## src/hdl/source_text_tokenizer_unit_defines.svh

```systemverilog
// assertion macros shared by the tokenizer rtl
// no dependencies; modules using these must have clock and reset signals
`ifndef SOURCE_TEXT_TOKENIZER_UNIT_DEFINES_SVH
`define SOURCE_TEXT_TOKENIZER_UNIT_DEFINES_SVH

// consequent checked in the same cycle
`define STT_ASSERT_SAME_CYCLE(label, ante, cons, msg) \
   label: assert property (@(posedge clock) disable iff (reset) (ante) |-> (cons)) \
      else $error(msg);

// consequent checked in the cycle after the antecedent
`define STT_ASSERT_NEXT_CYCLE(label, ante, cons, msg) \
   label: assert property (@(posedge clock) disable iff (reset) (ante) |=> (cons)) \
      else $error(msg);

`endif

```

## src/hdl/stt_pkg.sv

```systemverilog
// types, constants and helper functions for the source text tokenizer
// no dependencies
`timescale 1ns / 1ps

package stt_pkg;

   localparam int POS_WIDTH       = 16;
   localparam int KEYWORD_MAX_LEN = 6;
   localparam int BYTE_W          = 8;
   localparam int KIND_W          = 5;
   localparam int FIELD_W         = 16;
   localparam int BUF_IDX_W       = $clog2(KEYWORD_MAX_LEN);
   localparam int QUEUE_DEPTH     = 4;
   localparam int QUEUE_PTR_W     = $clog2(QUEUE_DEPTH);
   localparam int QUEUE_CNT_W     = $clog2(QUEUE_DEPTH + 1);

   localparam logic [POS_WIDTH-1:0] POS_MAX = '1;

   // token kinds
   localparam logic [KIND_W-1:0] KIND_KEYWORD = 5'd0;
   localparam logic [KIND_W-1:0] KIND_IDENT   = 5'd1;
   localparam logic [KIND_W-1:0] KIND_NUMBER  = 5'd2;
   localparam logic [KIND_W-1:0] KIND_PLUS    = 5'd3;
   localparam logic [KIND_W-1:0] KIND_MINUS   = 5'd4;
   localparam logic [KIND_W-1:0] KIND_STAR    = 5'd5;
   localparam logic [KIND_W-1:0] KIND_SLASH   = 5'd6;
   localparam logic [KIND_W-1:0] KIND_LT      = 5'd7;
   localparam logic [KIND_W-1:0] KIND_GT      = 5'd8;
   localparam logic [KIND_W-1:0] KIND_LE      = 5'd9;
   localparam logic [KIND_W-1:0] KIND_GE      = 5'd10;
   localparam logic [KIND_W-1:0] KIND_EQ_EQ   = 5'd11;
   localparam logic [KIND_W-1:0] KIND_NE      = 5'd12;
   localparam logic [KIND_W-1:0] KIND_NOT     = 5'd13;
   localparam logic [KIND_W-1:0] KIND_AND_AND = 5'd14;
   localparam logic [KIND_W-1:0] KIND_OR_OR   = 5'd15;
   localparam logic [KIND_W-1:0] KIND_ASSIGN  = 5'd16;
   localparam logic [KIND_W-1:0] KIND_LPAREN  = 5'd17;
   localparam logic [KIND_W-1:0] KIND_RPAREN  = 5'd18;
   localparam logic [KIND_W-1:0] KIND_LBRACE  = 5'd19;
   localparam logic [KIND_W-1:0] KIND_RBRACE  = 5'd20;
   localparam logic [KIND_W-1:0] KIND_COMMA   = 5'd21;
   localparam logic [KIND_W-1:0] KIND_NEWLINE = 5'd22;
   localparam logic [KIND_W-1:0] KIND_STRING  = 5'd23;
   localparam logic [KIND_W-1:0] KIND_EOF     = 5'd24;
   localparam logic [KIND_W-1:0] KIND_UNKNOWN = 5'd25;
   localparam logic [KIND_W-1:0] KIND_CHAR    = 5'd26;

   // characters with a role of their own
   localparam logic [BYTE_W-1:0] CH_NUL       = 8'h00;
   localparam logic [BYTE_W-1:0] CH_TAB       = 8'h09;
   localparam logic [BYTE_W-1:0] CH_NEWLINE   = 8'h0A;
   localparam logic [BYTE_W-1:0] CH_CR        = 8'h0D;
   localparam logic [BYTE_W-1:0] CH_SPACE     = 8'h20;
   localparam logic [BYTE_W-1:0] CH_QUOTE     = 8'h22;
   localparam logic [BYTE_W-1:0] CH_BACKSLASH = 8'h5C;
   localparam logic [BYTE_W-1:0] CH_LOWER_N   = 8'h6E;

   // keyword table
   localparam int KW_COUNT    = 7;
   localparam int KW_TEXT_MAX = 6;
   localparam logic [BYTE_W-1:0] KW_TEXT [KW_COUNT][KW_TEXT_MAX] = '{
      '{"l", "e", "t", 8'h00, 8'h00, 8'h00},
      '{"i", "f", 8'h00, 8'h00, 8'h00, 8'h00},
      '{"r", "e", "t", "u", "r", "n"},
      '{"u", "s", "e", 8'h00, 8'h00, 8'h00},
      '{"n", "o", "t", 8'h00, 8'h00, 8'h00},
      '{"a", "n", "d", 8'h00, 8'h00, 8'h00},
      '{"o", "r", 8'h00, 8'h00, 8'h00, 8'h00}
   };
   localparam int KW_LEN [KW_COUNT] = '{3, 2, 6, 3, 3, 3, 2};

   typedef enum logic [3:0] {
      MODE_IDLE,
      MODE_IDENT,
      MODE_NUMBER,
      MODE_EQ,
      MODE_GT,
      MODE_LT,
      MODE_BANG,
      MODE_AMP,
      MODE_BAR,
      MODE_STRING,
      MODE_ESCAPE
   } lex_mode_type;

   typedef struct packed {
      logic [KIND_W-1:0]  token_kind;
      logic [FIELD_W-1:0] token_start;
      logic [FIELD_W-1:0] token_length;
      logic [BYTE_W-1:0]  string_char;
   } result_type;

   // up to two results caused by one byte: a from the pending token, b from the byte itself
   typedef struct packed {
      logic       a_valid;
      result_type a;
      logic       b_valid;
      result_type b;
   } record_type;

   typedef struct packed {
      logic              is_eof;
      logic              has_single;
      logic [KIND_W-1:0] single_kind;
      logic              opens;
      lex_mode_type      next_mode;
   } start_info_type;

   function automatic logic is_word_head(input logic [BYTE_W-1:0] c);
      return c inside {["a":"z"], ["A":"Z"], "_"};
   endfunction

   function automatic logic is_decimal(input logic [BYTE_W-1:0] c);
      return c inside {["0":"9"]};
   endfunction

   function automatic logic [POS_WIDTH-1:0] sat_inc(input logic [POS_WIDTH-1:0] v);
      return (v == POS_MAX) ? v : v + 1'b1;
   endfunction

   function automatic result_type make_result(input logic [KIND_W-1:0]    kind,
                                              input logic [POS_WIDTH-1:0] start,
                                              input logic [POS_WIDTH-1:0] len,
                                              input logic [BYTE_W-1:0]    ch);
      result_type r;
      r.token_kind   = kind;
      r.token_start  = FIELD_W'(start);
      r.token_length = FIELD_W'(len);
      r.string_char  = ch;
      return r;
   endfunction

   // how a byte is lexed from the idle mode
   function automatic start_info_type start_lookup(input logic [BYTE_W-1:0] c);
      start_info_type s;
      s = '{is_eof: 1'b0, has_single: 1'b0, single_kind: KIND_UNKNOWN,
            opens: 1'b0, next_mode: MODE_IDLE};
      case (c)
         CH_SPACE, CH_TAB, CH_CR: begin
         end
         CH_NUL:     s.is_eof = 1'b1;
         "+":        begin s.has_single = 1'b1; s.single_kind = KIND_PLUS;    end
         "-":        begin s.has_single = 1'b1; s.single_kind = KIND_MINUS;   end
         "*":        begin s.has_single = 1'b1; s.single_kind = KIND_STAR;    end
         "/":        begin s.has_single = 1'b1; s.single_kind = KIND_SLASH;   end
         ",":        begin s.has_single = 1'b1; s.single_kind = KIND_COMMA;   end
         CH_NEWLINE: begin s.has_single = 1'b1; s.single_kind = KIND_NEWLINE; end
         "(":        begin s.has_single = 1'b1; s.single_kind = KIND_LPAREN;  end
         ")":        begin s.has_single = 1'b1; s.single_kind = KIND_RPAREN;  end
         "{":        begin s.has_single = 1'b1; s.single_kind = KIND_LBRACE;  end
         "}":        begin s.has_single = 1'b1; s.single_kind = KIND_RBRACE;  end
         "=":        begin s.opens = 1'b1; s.next_mode = MODE_EQ;     end
         ">":        begin s.opens = 1'b1; s.next_mode = MODE_GT;     end
         "<":        begin s.opens = 1'b1; s.next_mode = MODE_LT;     end
         "!":        begin s.opens = 1'b1; s.next_mode = MODE_BANG;   end
         "&":        begin s.opens = 1'b1; s.next_mode = MODE_AMP;    end
         "|":        begin s.opens = 1'b1; s.next_mode = MODE_BAR;    end
         CH_QUOTE:   begin s.opens = 1'b1; s.next_mode = MODE_STRING; end
         default: begin
            if (is_word_head(c)) begin
               s.opens     = 1'b1;
               s.next_mode = MODE_IDENT;
            end else if (is_decimal(c)) begin
               s.opens     = 1'b1;
               s.next_mode = MODE_NUMBER;
            end else begin
               s.has_single  = 1'b1;
               s.single_kind = KIND_UNKNOWN;
            end
         end
      endcase
      return s;
   endfunction

   // pending operator modes: second byte, pair kind, lone kind
   function automatic logic [BYTE_W-1:0] op_second(input lex_mode_type m);
      case (m)
         MODE_AMP: return "&";
         MODE_BAR: return "|";
         default:  return "=";
      endcase
   endfunction

   function automatic logic [KIND_W-1:0] op_pair(input lex_mode_type m);
      case (m)
         MODE_EQ:   return KIND_EQ_EQ;
         MODE_GT:   return KIND_GE;
         MODE_LT:   return KIND_LE;
         MODE_BANG: return KIND_NE;
         MODE_AMP:  return KIND_AND_AND;
         MODE_BAR:  return KIND_OR_OR;
         default:   return KIND_UNKNOWN;
      endcase
   endfunction

   function automatic logic [KIND_W-1:0] op_lone(input lex_mode_type m);
      case (m)
         MODE_EQ:   return KIND_ASSIGN;
         MODE_GT:   return KIND_GT;
         MODE_LT:   return KIND_LT;
         MODE_BANG: return KIND_NOT;
         default:   return KIND_UNKNOWN;
      endcase
   endfunction

endpackage

```

## src/hdl/stt_channels.sv

```systemverilog
// valid/ready channel interfaces for the tokenizer byte input and result output
// depends on stt_pkg
`timescale 1ns / 1ps

interface stt_req_if import stt_pkg::*; ();
   logic              valid;
   logic              ready;
   logic [BYTE_W-1:0] text_byte;

   modport source (output valid, output text_byte, input ready);
   modport sink   (input valid, input text_byte, output ready);
endinterface

interface stt_rsp_if import stt_pkg::*; ();
   logic               valid;
   logic               ready;
   logic [KIND_W-1:0]  token_kind;
   logic [FIELD_W-1:0] token_start;
   logic [FIELD_W-1:0] token_length;
   logic [BYTE_W-1:0]  string_char;
   logic               last_of_run;

   modport source (output valid, output token_kind, output token_start,
                   output token_length, output string_char, output last_of_run,
                   input ready);
   modport sink   (input valid, input token_kind, input token_start,
                   input token_length, input string_char, input last_of_run,
                   output ready);
endinterface

```

## src/hdl/stt_lex.sv

```systemverilog
// front end: accepts source bytes, runs the lexer modes and builds result records
// depends on stt_pkg, stt_channels and the shared assertion macros
`timescale 1ns / 1ps
`include "source_text_tokenizer_unit_defines.svh"

module stt_lex import stt_pkg::*; (
   input  logic       clock,
   input  logic       reset,
   stt_req_if.sink    req,
   input  logic       queue_full,
   output logic       push,
   output record_type push_rec
);

   lex_mode_type         mode_ff, mode_in;
   logic [POS_WIDTH-1:0] pos_ff, pos_in;
   logic [POS_WIDTH-1:0] pstart_ff, pstart_in;
   logic [POS_WIDTH-1:0] plen_ff, plen_in;
   logic [BYTE_W-1:0]    prefix_ff [KEYWORD_MAX_LEN];
   logic                 buf_wr;
   logic [BUF_IDX_W-1:0] buf_idx;
   logic [BYTE_W-1:0]    b;
   logic                 accept;
   logic                 b_alnum;
   logic                 b_digit;
   logic                 kw_hit;
   logic                 relex;
   logic                 end_text;
   start_info_type       st;
   record_type           rec;

   assign b         = req.text_byte;
   assign req.ready = !queue_full;
   assign accept    = req.valid && req.ready;
   assign b_digit   = is_decimal(b);
   assign b_alnum   = is_word_head(b) || b_digit;
   assign st        = start_lookup(b);

   // keyword compare against the prefix buffer
   always_comb begin
      logic hit_one;
      kw_hit = 1'b0;
      for (int i = 0; i < KW_COUNT; i++) begin
         hit_one = (plen_ff == POS_WIDTH'(KW_LEN[i]));
         for (int j = 0; j < KW_TEXT_MAX; j++) begin
            if (j < KW_LEN[i] && prefix_ff[j] != KW_TEXT[i][j]) begin
               hit_one = 1'b0;
            end
         end
         kw_hit = kw_hit | hit_one;
      end
   end

   // next mode
   always_comb begin
      mode_in = mode_ff;
      case (mode_ff)
         MODE_IDLE:   mode_in = st.next_mode;
         MODE_IDENT:  mode_in = b_alnum ? MODE_IDENT : st.next_mode;
         MODE_NUMBER: mode_in = b_digit ? MODE_NUMBER : st.next_mode;
         MODE_EQ, MODE_GT, MODE_LT, MODE_BANG, MODE_AMP, MODE_BAR: begin
            mode_in = (b == op_second(mode_ff)) ? MODE_IDLE : st.next_mode;
         end
         MODE_STRING, MODE_ESCAPE: begin
            if (b == CH_NUL) begin
               mode_in = MODE_IDLE;
            end else if (mode_ff == MODE_ESCAPE) begin
               mode_in = MODE_STRING;
            end else if (b == CH_QUOTE) begin
               mode_in = MODE_IDLE;
            end else if (b == CH_BACKSLASH) begin
               mode_in = MODE_ESCAPE;
            end else begin
               mode_in = MODE_STRING;
            end
         end
         default: mode_in = st.next_mode;
      endcase
   end

   // results and pending token bookkeeping
   always_comb begin
      rec       = '0;
      relex     = 1'b0;
      end_text  = 1'b0;
      pstart_in = pstart_ff;
      plen_in   = plen_ff;
      buf_wr    = 1'b0;
      buf_idx   = plen_ff[BUF_IDX_W-1:0];
      case (mode_ff)
         MODE_IDLE: relex = 1'b1;
         MODE_IDENT: begin
            if (b_alnum) begin
               buf_wr  = (plen_ff < POS_WIDTH'(KEYWORD_MAX_LEN));
               plen_in = sat_inc(plen_ff);
            end else begin
               rec.a_valid = 1'b1;
               rec.a = make_result(kw_hit ? KIND_KEYWORD : KIND_IDENT,
                                   pstart_ff, plen_ff, CH_NUL);
               relex = 1'b1;
            end
         end
         MODE_NUMBER: begin
            if (b_digit) begin
               plen_in = sat_inc(plen_ff);
            end else begin
               rec.a_valid = 1'b1;
               rec.a = make_result(KIND_NUMBER, pstart_ff, plen_ff, CH_NUL);
               relex = 1'b1;
            end
         end
         MODE_EQ, MODE_GT, MODE_LT, MODE_BANG, MODE_AMP, MODE_BAR: begin
            rec.a_valid = 1'b1;
            if (b == op_second(mode_ff)) begin
               rec.a = make_result(op_pair(mode_ff), pstart_ff, POS_WIDTH'(2), CH_NUL);
            end else begin
               rec.a = make_result(op_lone(mode_ff), pstart_ff, POS_WIDTH'(1), CH_NUL);
               relex = 1'b1;
            end
         end
         MODE_STRING, MODE_ESCAPE: begin
            if (b == CH_NUL) begin
               // unterminated string
               rec.a_valid = 1'b1;
               rec.a = make_result(KIND_UNKNOWN, pstart_ff,
                                   sat_inc(pos_ff) - pstart_ff, CH_NUL);
               rec.b_valid = 1'b1;
               rec.b = make_result(KIND_EOF, pos_ff, '0, CH_NUL);
               end_text = 1'b1;
            end else if (mode_ff == MODE_ESCAPE) begin
               plen_in = sat_inc(plen_ff);
               rec.a_valid = 1'b1;
               rec.a = make_result(KIND_CHAR, pstart_ff, plen_in,
                                   (b == CH_LOWER_N) ? CH_NEWLINE : b);
            end else if (b == CH_QUOTE) begin
               rec.a_valid = 1'b1;
               rec.a = make_result(KIND_STRING, pstart_ff, plen_ff, CH_NUL);
            end else if (b != CH_BACKSLASH) begin
               plen_in = sat_inc(plen_ff);
               rec.a_valid = 1'b1;
               rec.a = make_result(KIND_CHAR, pstart_ff, plen_in, b);
            end
         end
         default: relex = 1'b1;
      endcase

      if (relex) begin
         if (st.is_eof) begin
            rec.b_valid = 1'b1;
            rec.b = make_result(KIND_EOF, pos_ff, '0, CH_NUL);
            end_text = 1'b1;
         end else if (st.has_single) begin
            rec.b_valid = 1'b1;
            rec.b = make_result(st.single_kind, pos_ff, POS_WIDTH'(1), CH_NUL);
         end else if (st.opens) begin
            pstart_in = pos_ff;
            plen_in   = (st.next_mode == MODE_STRING) ? '0 : POS_WIDTH'(1);
            buf_wr    = (st.next_mode == MODE_IDENT);
            buf_idx   = '0;
         end
      end

      if (end_text) begin
         pos_in    = '0;
         pstart_in = '0;
         plen_in   = '0;
      end else begin
         pos_in = sat_inc(pos_ff);
      end
   end

   assign push     = accept && (rec.a_valid || rec.b_valid);
   assign push_rec = rec;

   always_ff @(posedge clock) begin
      if (reset) begin
         mode_ff   <= MODE_IDLE;
         pos_ff    <= '0;
         pstart_ff <= '0;
         plen_ff   <= '0;
      end else if (accept) begin
         mode_ff   <= mode_in;
         pos_ff    <= pos_in;
         pstart_ff <= pstart_in;
         plen_ff   <= plen_in;
      end
   end

   always_ff @(posedge clock) begin
      for (int k = 0; k < KEYWORD_MAX_LEN; k++) begin
         if (accept && buf_wr && buf_idx == BUF_IDX_W'(k)) begin
            prefix_ff[k] <= b;
         end
      end
   end

   `STT_ASSERT_NEXT_CYCLE(a_eof_restarts,
      push && push_rec.b_valid && push_rec.b.token_kind == KIND_EOF,
      mode_ff == MODE_IDLE && pos_ff == '0 && plen_ff == '0,
      "end of text did not return the lexer to offset zero")

   `STT_ASSERT_SAME_CYCLE(a_two_only_on_flush,
      push && push_rec.a_valid && push_rec.b_valid,
      mode_ff != MODE_IDLE,
      "two results from a byte seen in idle mode")

endmodule

```

## src/hdl/stt_queue.sv

```systemverilog
// short record queue between the lexer front end and the result back end
// depends on stt_pkg and the shared assertion macros
`timescale 1ns / 1ps
`include "source_text_tokenizer_unit_defines.svh"

module stt_queue import stt_pkg::*; (
   input  logic       clock,
   input  logic       reset,
   input  logic       push,
   input  record_type push_rec,
   output logic       full,
   output logic       head_valid,
   output record_type head_rec,
   input  logic       pop
);

   localparam logic [QUEUE_PTR_W-1:0] PTR_LAST = QUEUE_PTR_W'(QUEUE_DEPTH - 1);

   record_type             entry_ff [QUEUE_DEPTH];
   logic [QUEUE_PTR_W-1:0] wr_ff, wr_in;
   logic [QUEUE_PTR_W-1:0] rd_ff, rd_in;
   logic [QUEUE_CNT_W-1:0] count_ff, count_in;

   assign full       = (count_ff == QUEUE_CNT_W'(QUEUE_DEPTH));
   assign head_valid = (count_ff != '0);
   assign head_rec   = entry_ff[rd_ff];

   always_comb begin
      wr_in    = wr_ff;
      rd_in    = rd_ff;
      count_in = count_ff;
      if (push) begin
         wr_in = (wr_ff == PTR_LAST) ? '0 : wr_ff + 1'b1;
      end
      if (pop) begin
         rd_in = (rd_ff == PTR_LAST) ? '0 : rd_ff + 1'b1;
      end
      if (push && !pop) begin
         count_in = count_ff + 1'b1;
      end else if (pop && !push) begin
         count_in = count_ff - 1'b1;
      end
   end

   always_ff @(posedge clock) begin
      if (reset) begin
         wr_ff    <= '0;
         rd_ff    <= '0;
         count_ff <= '0;
      end else begin
         wr_ff    <= wr_in;
         rd_ff    <= rd_in;
         count_ff <= count_in;
      end
   end

   always_ff @(posedge clock) begin
      if (push) begin
         entry_ff[wr_ff] <= push_rec;
      end
   end

   `STT_ASSERT_SAME_CYCLE(a_no_push_when_full, push, !full,
      "record written into a full queue")

   `STT_ASSERT_SAME_CYCLE(a_no_pop_when_empty, pop, count_ff != '0,
      "record taken from an empty queue")

endmodule

```

## src/hdl/stt_emit.sv

```systemverilog
// back end: holds one record in an output register and sends its results in order
// depends on stt_pkg, stt_channels and the shared assertion macros
`timescale 1ns / 1ps
`include "source_text_tokenizer_unit_defines.svh"

module stt_emit import stt_pkg::*; (
   input  logic       clock,
   input  logic       reset,
   input  logic       head_valid,
   input  record_type head_rec,
   output logic       pop,
   stt_rsp_if.source  rsp
);

   record_type cur_ff, cur_in;
   logic       fire;
   logic       cur_last;
   logic       cur_any;
   result_type shown;

   assign cur_any  = cur_ff.a_valid || cur_ff.b_valid;
   assign cur_last = !(cur_ff.a_valid && cur_ff.b_valid);
   assign fire     = rsp.valid && rsp.ready;
   assign pop      = head_valid && (!cur_any || (fire && cur_last));
   assign shown    = cur_ff.a_valid ? cur_ff.a : cur_ff.b;

   assign rsp.valid        = cur_any;
   assign rsp.token_kind   = shown.token_kind;
   assign rsp.token_start  = shown.token_start;
   assign rsp.token_length = shown.token_length;
   assign rsp.string_char  = shown.string_char;
   assign rsp.last_of_run  = cur_last;

   always_comb begin
      cur_in = cur_ff;
      if (pop) begin
         cur_in = head_rec;
      end else if (fire) begin
         if (cur_ff.a_valid) begin
            cur_in.a_valid = 1'b0;
         end else begin
            cur_in.b_valid = 1'b0;
         end
      end
   end

   always_ff @(posedge clock) begin
      if (reset) begin
         cur_ff.a_valid <= 1'b0;
         cur_ff.b_valid <= 1'b0;
      end else begin
         cur_ff <= cur_in;
      end
   end

   `STT_ASSERT_NEXT_CYCLE(a_second_follows,
      fire && cur_ff.a_valid && cur_ff.b_valid,
      rsp.valid && !rsp.last_of_run == 1'b0 && rsp.token_kind == $past(cur_ff.b.token_kind),
      "second result of a byte lost after the first transfer")

endmodule

```

## src/hdl/source_text_tokenizer_unit.sv

```systemverilog
// channel   | dir | payload
// req_bus   | in  | text_byte
// rsp_bus   | out | token_kind, token_start, token_length, string_char, last_of_run
//
// one source byte per cycle unless the queue is full; up to two results per byte,
// sent one per cycle while rsp_bus is ready; the lexer front end finishes a byte
// in the cycle it is taken; a four-record queue and the output register part the
// front end from the result side; req_bus stalls only when that queue is full
// no clearing pass after reset; top level of the source text tokenizer; depends on
// stt_pkg, stt_channels, stt_lex, stt_queue and stt_emit
`timescale 1ns / 1ps

module source_text_tokenizer_unit import stt_pkg::*; (
   input  logic      clock,
   input  logic      reset,
   stt_req_if.sink   req_bus,
   stt_rsp_if.source rsp_bus
);

   logic       push;
   record_type push_rec;
   logic       queue_full;
   logic       head_valid;
   record_type head_rec;
   logic       pop;

   stt_lex u_lex (
      .clock      (clock),
      .reset      (reset),
      .req        (req_bus),
      .queue_full (queue_full),
      .push       (push),
      .push_rec   (push_rec)
   );

   stt_queue u_queue (
      .clock      (clock),
      .reset      (reset),
      .push       (push),
      .push_rec   (push_rec),
      .full       (queue_full),
      .head_valid (head_valid),
      .head_rec   (head_rec),
      .pop        (pop)
   );

   stt_emit u_emit (
      .clock      (clock),
      .reset      (reset),
      .head_valid (head_valid),
      .head_rec   (head_rec),
      .pop        (pop),
      .rsp        (rsp_bus)
   );

endmodule

```

## src/flat_wrapper.sv

```systemverilog
// flat-port wrapper written by rule: the top's interface ports become plain ports
module source_text_tokenizer_unit_flat import stt_pkg::*;
  (clock, reset, req_bus_valid, req_bus_text_byte, req_bus_ready, rsp_bus_valid, rsp_bus_token_kind, rsp_bus_token_start, rsp_bus_token_length, rsp_bus_string_char, rsp_bus_last_of_run, rsp_bus_ready);
  stt_req_if req_bus_i ();
  stt_rsp_if rsp_bus_i ();
  input  logic clock;
  input  logic reset;
  input wire logic [$bits(req_bus_i.valid)-1:0] req_bus_valid;
  input wire logic [$bits(req_bus_i.text_byte)-1:0] req_bus_text_byte;
  output wire logic [$bits(req_bus_i.ready)-1:0] req_bus_ready;
  output wire logic [$bits(rsp_bus_i.valid)-1:0] rsp_bus_valid;
  output wire logic [$bits(rsp_bus_i.token_kind)-1:0] rsp_bus_token_kind;
  output wire logic [$bits(rsp_bus_i.token_start)-1:0] rsp_bus_token_start;
  output wire logic [$bits(rsp_bus_i.token_length)-1:0] rsp_bus_token_length;
  output wire logic [$bits(rsp_bus_i.string_char)-1:0] rsp_bus_string_char;
  output wire logic [$bits(rsp_bus_i.last_of_run)-1:0] rsp_bus_last_of_run;
  input wire logic [$bits(rsp_bus_i.ready)-1:0] rsp_bus_ready;
  assign req_bus_i.valid = req_bus_valid;
  assign req_bus_i.text_byte = req_bus_text_byte;
  assign req_bus_ready = req_bus_i.ready;
  assign rsp_bus_valid = rsp_bus_i.valid;
  assign rsp_bus_token_kind = rsp_bus_i.token_kind;
  assign rsp_bus_token_start = rsp_bus_i.token_start;
  assign rsp_bus_token_length = rsp_bus_i.token_length;
  assign rsp_bus_string_char = rsp_bus_i.string_char;
  assign rsp_bus_last_of_run = rsp_bus_i.last_of_run;
  assign rsp_bus_i.ready = rsp_bus_ready;
  source_text_tokenizer_unit u_core (.clock(clock), .reset(reset), .req_bus(req_bus_i), .rsp_bus(rsp_bus_i));
endmodule
```

## config.mk

```make
export PLATFORM = sky130hd
export DESIGN_NAME = source_text_tokenizer_unit_flat
export DESIGN_NICKNAME = d
export VERILOG_FILES = /design/src/hdl/stt_pkg.sv /design/src/hdl/stt_channels.sv /design/src/hdl/stt_lex.sv /design/src/hdl/stt_queue.sv /design/src/hdl/stt_emit.sv /design/src/hdl/source_text_tokenizer_unit.sv /design/src/flat_wrapper.sv
export VERILOG_INCLUDE_DIRS = /design/src /design/src/hdl
export SDC_FILE = /design/constraint.sdc
export NUM_CORES = 1
export LEC_CHECK = 0
export BUFFER_PORTS_ARGS = -buffer_cell sky130_fd_sc_hd__buf_4
export CAP_MARGIN = 20
export CELL_PAD_IN_SITES_DETAIL_PLACEMENT = 0
export CELL_PAD_IN_SITES_GLOBAL_PLACEMENT = 1
export CORE_MARGIN = 2
export CORE_UTILIZATION = 52
export DETAILED_ROUTE_END_ITERATION = 8
export HOLD_SLACK_MARGIN = 0.05
export PLACE_DENSITY = 0.76
export SYNTH_ARGS = -nofsm -noshare
export SYNTH_HDL_FRONTEND = slang
export SYNTH_SLANG_ARGS = --single-unit
export TNS_END_PERCENT = 50
```

## constraint.sdc

```tcl
create_clock -name clock -period 5.7 [get_ports clock]
set_input_delay 1.425 -clock clock [delete_from_list [all_inputs] [get_ports clock]]
set_output_delay 1.425 -clock clock [all_outputs]
set_load 0.005 [all_outputs]
```

# Word-level counts from Yosys, hierarchy flattened
# Memories as Yosys holds them, arrays and structs flattened. A register that Yosys moved wholly into a read port is not among the register bits.
# Index checks and enable logic that the tools add are counted.
# Widths: inputs -> output; s select.
dict set report word_totals {
  n_memories 2
  inputBits 12
  reg_bits 151
  word_cells 294
  out_inout_bits 48
  mem_bits_rw 416
}
# memory words width rd rd_clocked_by_memory_dff wr line_no
set mem_list {}
lappend mem_list {u_core.u_queue.entry_ff 4 92 1 1 1 stt_queue.sv:19} ;# record_type entry_ff [QUEUE_DEPTH];
lappend mem_list {u_core.u_lex.prefix_ff 6 8 6 0 1 stt_lex.sv:19} ;# logic [BYTE_W-1:0] prefix_ff [KEYWORD_MAX_LEN];
dict set report op_classes {
  magnitude_cmp 7
  eq_ne 72
  bitwise_logic 7
  reduce_logical 47
  addsub 7
  mux 135
}
# cell n
set op_table {}
lappend op_table {{$mux 46} 11}
lappend op_table {{$mux 16} 19}
lappend op_table {{$pmux 46 s4} 1}
lappend op_table {{$ne 8x7->1 const B} 20}
lappend op_table {{$eq 8x6->1 const B} 14}
lappend op_table {{$mux 45} 2}
lappend op_table {{$pmux 6 s11} 1}
lappend op_table {{$mux 1} 61}
lappend op_table {{$mux 8} 7}
lappend op_table {{$eq 8x7->1 const B} 6}
lappend op_table {{$pmux 16 s3} 1}
lappend op_table {{$pmux 5 s8} 1}
lappend op_table {{$reduce_or 8->1} 5}
lappend op_table {{$mux 3} 11}
lappend op_table {{$add 16x1->16 const B} 2}
lappend op_table {{$eq 16x16->1 const B} 2}
lappend op_table {{$eq 16x2->1 const B} 2}
lappend op_table {{$pmux 5 s6} 1}
lappend op_table {{$eq 8x4->1 const B} 3}
lappend op_table {{$mux 4} 6}
lappend op_table {{$pmux 5 s4} 1}
lappend op_table {{$logic_and 1x1->1} 18}
lappend op_table {{$eq 16x3->1 const B} 1}
lappend op_table {{$eq 4x3->1 const B} 4}
lappend op_table {{39 further kinds} 75}

# Longest topological paths before layout
# Gate-level depths: netlist of run 1.
# An unclocked memory read counts as a cell.
dict set report logic_depth {
  word_depth 22
  depth_mapped 16
  depth_no_buf 15
}

# Modules after synthesis
# A second synthesis of run 1 with hierarchy kept.
dict set report hier_totals {
  cells_unflattened 1666
  area_unflattened_um2 25065.3
}
# module area_per_inst_um2 seq_area_each_um2 instances cells_per_inst
set by_module_without_submodules {}
lappend by_module_without_submodules {stt_queue 13718.2 11230.8 1 524}
lappend by_module_without_submodules {stt_lex 7843.8 2482.4 1 987}
lappend by_module_without_submodules {stt_emit 3503.4 2742.6 1 155}

# Worst setup path after synthesis of run 1
# No wires, ideal clock.
dict set report synth_path {
  path_kind {input to register}
  start {input req_bus_text_byte[1]}
  end {memory u_core.u_queue.entry_ff[1][24] in the netlist's numbering (enable)}
  slack_ns 0.462
  n_path_buf 1
  arrival_ns 4.804
  cell_stages 9
  path_cell_list {buf_2 > or4_1 > a21oi_1 > o211a_1 > a211oi_4 > inv_2 > nor2_1 > a211oi_4 > and2_1}
}
# item line_no
set synth_lines {}
lappend synth_lines {{from (decl)} flat_wrapper.sv:9} ;# input wire logic [$bits(req_bus_i.text_byte)-1:0] req_bus_text_byte;
lappend synth_lines {{to (decl)} stt_queue.sv:19}

==> results of run 1 <==
worst min path at each step:
stage / from / endpoint / slack [ps]
2_1_floorplan: u_core.u_lex.pstart_ff[10] / u_core.u_lex.pstart_ff[10] / 440
3_3_place_gp: u_core.u_lex.pstart_ff[5] / u_core.u_lex.pstart_ff[5] / 460
3_5_place_dp: u_core.u_lex.pstart_ff[8] / u_core.u_lex.pstart_ff[8] / 460
4_1_cts: u_core.u_lex.pstart_ff[5] / u_core.u_lex.pstart_ff[5] / 480
5_1_grt: u_core.u_lex.pstart_ff[9] / u_core.u_lex.pstart_ff[9] / 490
6_report: u_core.u_lex.pstart_ff[6] / u_core.u_lex.pstart_ff[6] / 470
state kept, by name (all words and copies together), names as in the netlist, named ones only:
signal                   count
u_core.u_emit.cur_ff        69
u_core.u_lex.mode_ff         4
u_core.u_lex.plen_ff        16
u_core.u_lex.pos_ff         16
u_core.u_lex.prefix_ff      48
u_core.u_lex.pstart_ff      16
u_core.u_queue.count_ff      3
u_core.u_queue.entry_ff    276
u_core.u_queue.rd_ff         2
u_core.u_queue.wr_ff         2
metrics by stage:
stage,utilization [%],hold WS (ps)
2_1_floorplan,-,442
3_3_place_gp,55.0,455
3_5_place_dp,55.0,456
4_1_cts,58.7,477
5_1_grt,58.7,492
6_report,58.7,472
worst reg2reg max path, stage by stage (launching register included):
cell and delay, ps:
dfxtp_1 520, ha_1 310, nand3_1 210, nor2_1 350, nand3_1 320, and4_1 350
xor2_1 160, ha_1 240, a21o_1 200, or3_1 330, o211ai_1 270, o211ai_1 170
a41oi_1 260, xnor2_1 150, o31ai_1 710
routing by layer:
| metal | wire length [microns] | global-route usage (%) | share of wire (%) |
|---|---|---|---|
| met1 | 23400 | 38.0 | 46 |
| met2 | 23000 | 37.1 | 45 |
| met3 | 3420 | 4.17 | 6.7 |
| met4 | 1090 | 7.33 | 2.1 |
| met5 | 0 | 0 | 0 |
logic make-up (layout without fill, tap and decap cells):
| group | count (synthesis) | in the layout | synth area share [%] |
|---|---|---|---|
| AND/OR/NAND/NOR | 455 | 455 | 11.8 |
| flip-flops | 454 | 454 | 62.6 |
| AO/OA/AOI/OAI | 324 | 324 | 10.6 |
| buffers and inverters | 133 | 206 | 2.70 |
| multiplexers | 103 | 103 | 9.26 |
| XOR/XNOR | 32 | 32 | 1.35 |
| adder cells (fa/ha/maj) | 26 | 26 | 1.64 |
final cells by class:
class / instances / share of cell area, %
clock inverter: 29 / 0.997
inverter: 32 / 0.517
clock buffer: 55 / 5.32
multi-input combinational: 940 / 31.1
tap: 525 / 2.83
sequential: 454 / 56.0
timing repair buffer: 90 / 3.20
cell usage in the layout, fill, tap and decap left out, types with 13 or more instances in the layout:
cell type / count
mux2_2: 23
buf_4: 84
mux4_2: 69
nor2_1: 107
nand2b_1: 15
o21ai_0: 78
a31oi_1: 18
and2_1: 54
xnor2_1: 15
inv_1: 31
nand2_1: 87
ha_1: 24
nand3_1: 33
and3_1: 19
edfxtp_1: 391
dfxtp_1: 60
nor3_1: 38
clkbuf_16: 46
a22oi_1: 13
a21oi_1: 73
xor2_1: 17
a22o_1: 17
power by group through the flow:
| stage | registers (mW) | logic, mW | clock network, mW |
|---|---|---|---|
| 2_1_floorplan | 4.31 | 1.37 | 0 |
| 3_3_place_gp | 4.47 | 1.92 | 0 |
| 3_5_place_dp | 4.49 | 1.94 | 0 |
| 4_1_cts | 4.43 | 1.95 | 2.97 |
| 5_1_grt | 4.47 | 2.08 | 3.09 |
| 6_report | 4.42 | 1.93 | 2.91 |
==> results.cfg, run 1 <==
[floorplanning]
dieHeight_microns = 204
fp.coreArea_sq_um = 39500
die_w_microns = 204
initial_core_util_pct = 52.5
die_area_sq_um = 41500
top_level_ports = 60
num_rows = 73

[logic_synthesis]
synth_nets = 1565
syn_area_sq_um = 20800
netlist.area_leader.share_pct = 56.6
yosysMostFrequentCell = edfxtp_1
synth-main-ff-cell = edfxtp_1
syn_area_per_cell_sq_um = 13.6
yosys-top-cells-count = edfxtp_1, nor2_1, nand2_1
ys_top_cells_by_area = edfxtp_1, mux4_2, dfxtp_1
yosysUniqueCellTypes = 95
postSynth.asyncResetShare_pct = 0
netlist.top_cell.by_area = edfxtp_1
yosysWarnings = 0
syn_inst = 1527
synth_seq_cells = 454
synth-seq-area-share_pct = 62.6
synth_edf_count = 391

[route]
drc_errors = 0
firstDrtPassIters = 6
vias = 13222
routed_wl_mm = 50.9
drt-vias-per-instance = 6.22
detail_route.wl_per_cell_microns = 24.0
drt_iter0_markers = 1294
drtAntennaViolNets = 0

[final_layout]
fin_area_sq_um = 23200
nets = 1601
regArea_sq_um = 13000
diodes = 0
multi_input_area_sq_um = 7220
drive_above_1_share_pct = 18.8
n_fill_cell = 3064
area_growth_pct = 11.8
fin_cells = 2125

[worst_hold_path]
hold_path.class = flip-flop to flip-flop
holdPathStages = 1

[global_route]
grt_pass1_vias = 12631
gr-total-overflow = 0
grtUsageTotal_pct = 25.0
grt_pass1_wl_mm = 78.0
antenna_found_initial = 0
grt_start_max_net_pins = 67

[place]
io_buffers = 59
hpwl_mm = 33.4
dp.cells = 2040
place_congestion = 0.963
detailedPlace.worstSlack_ps = 824
place_area_sq_um = 21700

[cts]
cts_tree = done
root_buffer = clkbuf_16
cts_resized = 0
numClockSinks = 454
cts_inserted_buffers = 45
htree_levels = 2
cts_setup_buffers = 0
cts_buffer_depth = 3
clkSlewWorstSetupHoldPaths_ps = 60
hold_buffers = 0
clock_latency_ps = 590

[power_and_ir_drop]
p_switching_mw = 2.55
power_mw = 9.25
internal_power_mw = 6.69
p_sw_share_pct = 27.6
seqPwrFrac_pct = 47.7
p_clk_share_pct = 31.4
p_comb_share_pct = 20.8
ir_drop_v = 0.000295
p_leak_nw = 7.72
power_density_nw_per_um2 = 399

[critical_path]
cpPeakStageDelay_ps = 710
path_depth = 14
arrival_ps = 5130
r2r_slack_ps = 830
ff2ff_path_depth = 14
worstPathMaxFanout = 8
rr_startpoint = u_core.u_lex.pos_ff[1]
critPathLaunch = u_core.u_lex.pos_ff[1]
critPathBufInv = 0
critical_path_required_ps = 5960
cp-end-kind = flip-flop
crit_path_end = u_core.u_queue.entry_ff[0][69]
path_class = flip-flop to flip-flop
critPathTopFamily = compound AO/OA/AOI/OAI gates
crit_chain = ha_1 -> nand3_1 -> nor2_1 -> nand3_1 -> and4_1 -> xor2_1 -> ha_1 -> a21o_1 -> or3_1 -> o211ai_1 -> o211ai_1 -> a41oi_1 -> xnor2_1 -> o31ai_1
rr_endpoint = u_core.u_queue.entry_ff[0][69]
slowest_stage = o31ai_1
start_kind = flip-flop

[job]
drv_cap = 0

[sta]
setup_tns_ps = 0
max-slew-margin-rel_pct = 23.7
rsz0062_at_grt = false
setup_ws_ps = 826
period_needed_ps = 4870
final-max-slew-violation-count = 0
worst_slew_pin_slew_ps = 1150
fin_skew_ps = 22.7
setup_viol = 0
finalHoldViolations = 0
max_freq_ghz = 0.205
layout_worst_path_cycle_share_pct = 85.5

[run_status]
run_status = complete, no violations
No activity file was read; power rests on OpenSTA's default activity.
==> inputs of run 2 (changes only) <==
Settings changed: CORE_UTILIZATION 52 to 51, PLACE_DENSITY 0.76 to 0.75.
==> results.cfg, run 2 (synthesis gave the netlist of run 1 again) <==
[place]
io_buffers = 59
place_congestion = 0.938
place_area_sq_um = 21700
hpwl_mm = 33.6

[final_layout]
final_util_pct = 58.1
diodes = 0
fin_area_sq_um = 23200
drive_above_1_share_pct = 18.5
largest_reg_flops = 276
largest_register = u_core.u_queue.entry_ff
final_common_cell = edfxtp_1
reg_top3 = u_core.u_queue.entry_ff x276, u_core.u_emit.cur_ff x69, u_core.u_lex.prefix_ff x48
nets = 1609
area_growth_pct = 11.7
final_cell_mix = edfxtp_1, nor2_1, buf_4

[critical_path]
r2r_slack_ps = 860
rr_endpoint = u_core.u_queue.entry_ff[0][69]
start_kind = flip-flop
cpPeakStageDelay_ps = 690
critPathBufInv = 0
cp-end-kind = flip-flop
slowest_stage = o31ai_1
worstPathMaxFanout = 9
critPathTopFamily = compound AO/OA/AOI/OAI gates
crit_chain = ha_1 -> nand3_1 -> nor2_1 -> nand3_1 -> and4_1 -> xor2_1 -> ha_1 -> a21o_1 -> or3_1 -> o211ai_1 -> o211ai_1 -> a41oi_1 -> xnor2_1 -> o31ai_1
rr_startpoint = u_core.u_lex.pos_ff[0]
path_class = flip-flop to flip-flop
arrival_ps = 5100
critical_path_required_ps = 5960
critPathLaunch = u_core.u_lex.pos_ff[0]
ff2ff_path_depth = 14

[global_route]
grtUsageTotal_pct = 24.9
top_usage_layer = met1
grt_use_met1_pct = 37.7
grtUsageMet2_pct = 36.5
antenna_found_initial = 0
gr-total-overflow = 0
grt_pass1_wl_mm = 78.4
grt_start_max_net_pins = 70
grt_pass1_vias = 12736
use_met3_pct = 5.00

[power_and_ir_drop]
p_leak_nw = 7.73
power_density_nw_per_um2 = 398
ir_drop_v = 0.000259

[cts]
htree_levels = 2
cts_tree = done
clkSlewWorstSetupHoldPaths_ps = 60
numClockSinks = 454
cts_setup_buffers = 0
cts_buffer_depth = 3
root_buffer = clkbuf_16
hold_buffers = 0
clock_latency_ps = 580
cts_inserted_buffers = 46
cts_resized = 0

[sta]
rsz0062_at_grt = false
final-max-slew-violation-count = 0
worst_slew_pin_slew_ps = 1070
max-slew-margin-rel_pct = 29.0
period_needed_ps = 4840
setup_tns_ps = 0
setup_viol = 0
finalHoldViolations = 0
fin_skew_ps = 12.2
max_freq_ghz = 0.207
layout_worst_path_cycle_share_pct = 84.9

[worst_hold_path]
hp-start = u_core.u_lex.pstart_ff[3]
min_to = u_core.u_lex.pstart_ff[3]
hold_path.class = flip-flop to flip-flop
holdPathStages = 1

[route]
routed_wl_mm = 51.7
vias = 13301
detail_route.wl_per_cell_microns = 24.2
drtAntennaViolNets = 0
drt-vias-per-instance = 6.24
drt_iter0_markers = 1504
drc_errors = 0
firstDrtPassIters = 7

[job]
drv_cap = 0

[floorplanning]
top_level_ports = 60
die_area_sq_um = 42300
initial_core_util_pct = 52.0
dieHeight_microns = 206
die_w_microns = 206
num_rows = 73
fp.coreArea_sq_um = 39900

[run_status]
run_status = complete, no violations
-- run 2: metal layers --
layer  wire length (microns)  vias up  part of all wire, %
met5                       0        -                    0
met3                    3850       90                  7.4
li1                        -     6030                    -
met1                   23700     6717                   46
met2                   23000      464                   44
met4                    1180        0                  2.3
-- run 2: power by group --
| part | total [mW] | switching [mW] | internal (mW) |
|---|---|---|---|
| Combinational | 2.00 | 1.10 | 0.905 |
| Sequential | 4.36 | 0.214 | 4.15 |
| Clock | 2.88 | 1.26 | 1.62 |
| Total | 9.24 | 2.57 | 6.67 |
-- run 2: area by class of cell --
class	instances	area [sq um]
clock inverter	25	211
multi-input combinational	940	7210
inverter	32	120
clock buffer	60	1220
tap	525	657
timing repair buffer	97	763
sequential	454	13000
fill	3178	16700
-- run 2: worst max path at each step --
stage / endpoint / slack [ps] / cells after the start
6_report: u_core.u_queue.entry_ff[0][69] / 860 / 14
5_1_grt: u_core.u_queue.entry_ff[2][69] / 700 / 14
4_1_cts: u_core.u_queue.entry_ff[2][69] / 1000 / 14
3_5_place_dp: u_core.u_queue.count_ff[2] / 750 / 14
3_3_place_gp: u_core.u_queue.count_ff[2] / 770 / 14
2_1_floorplan: u_core.u_queue.entry_ff[1][24] / 460 / 9
-- run 2: metrics by stage --
stage | instances | total power [mW] | worst slack (ps) | hold slack, ps
after floorplan | 1527 | 5.68 | 462 | 442
final | 2133 | 9.24 | 860 | 476
after detailed placement | 2046 | 6.44 | 754 | 456
after global placement | 2046 | 6.40 | 770 | 456
after global routing | 2133 | 9.63 | 702 | 488
after CTS | 2131 | 9.32 | 1000 | 476
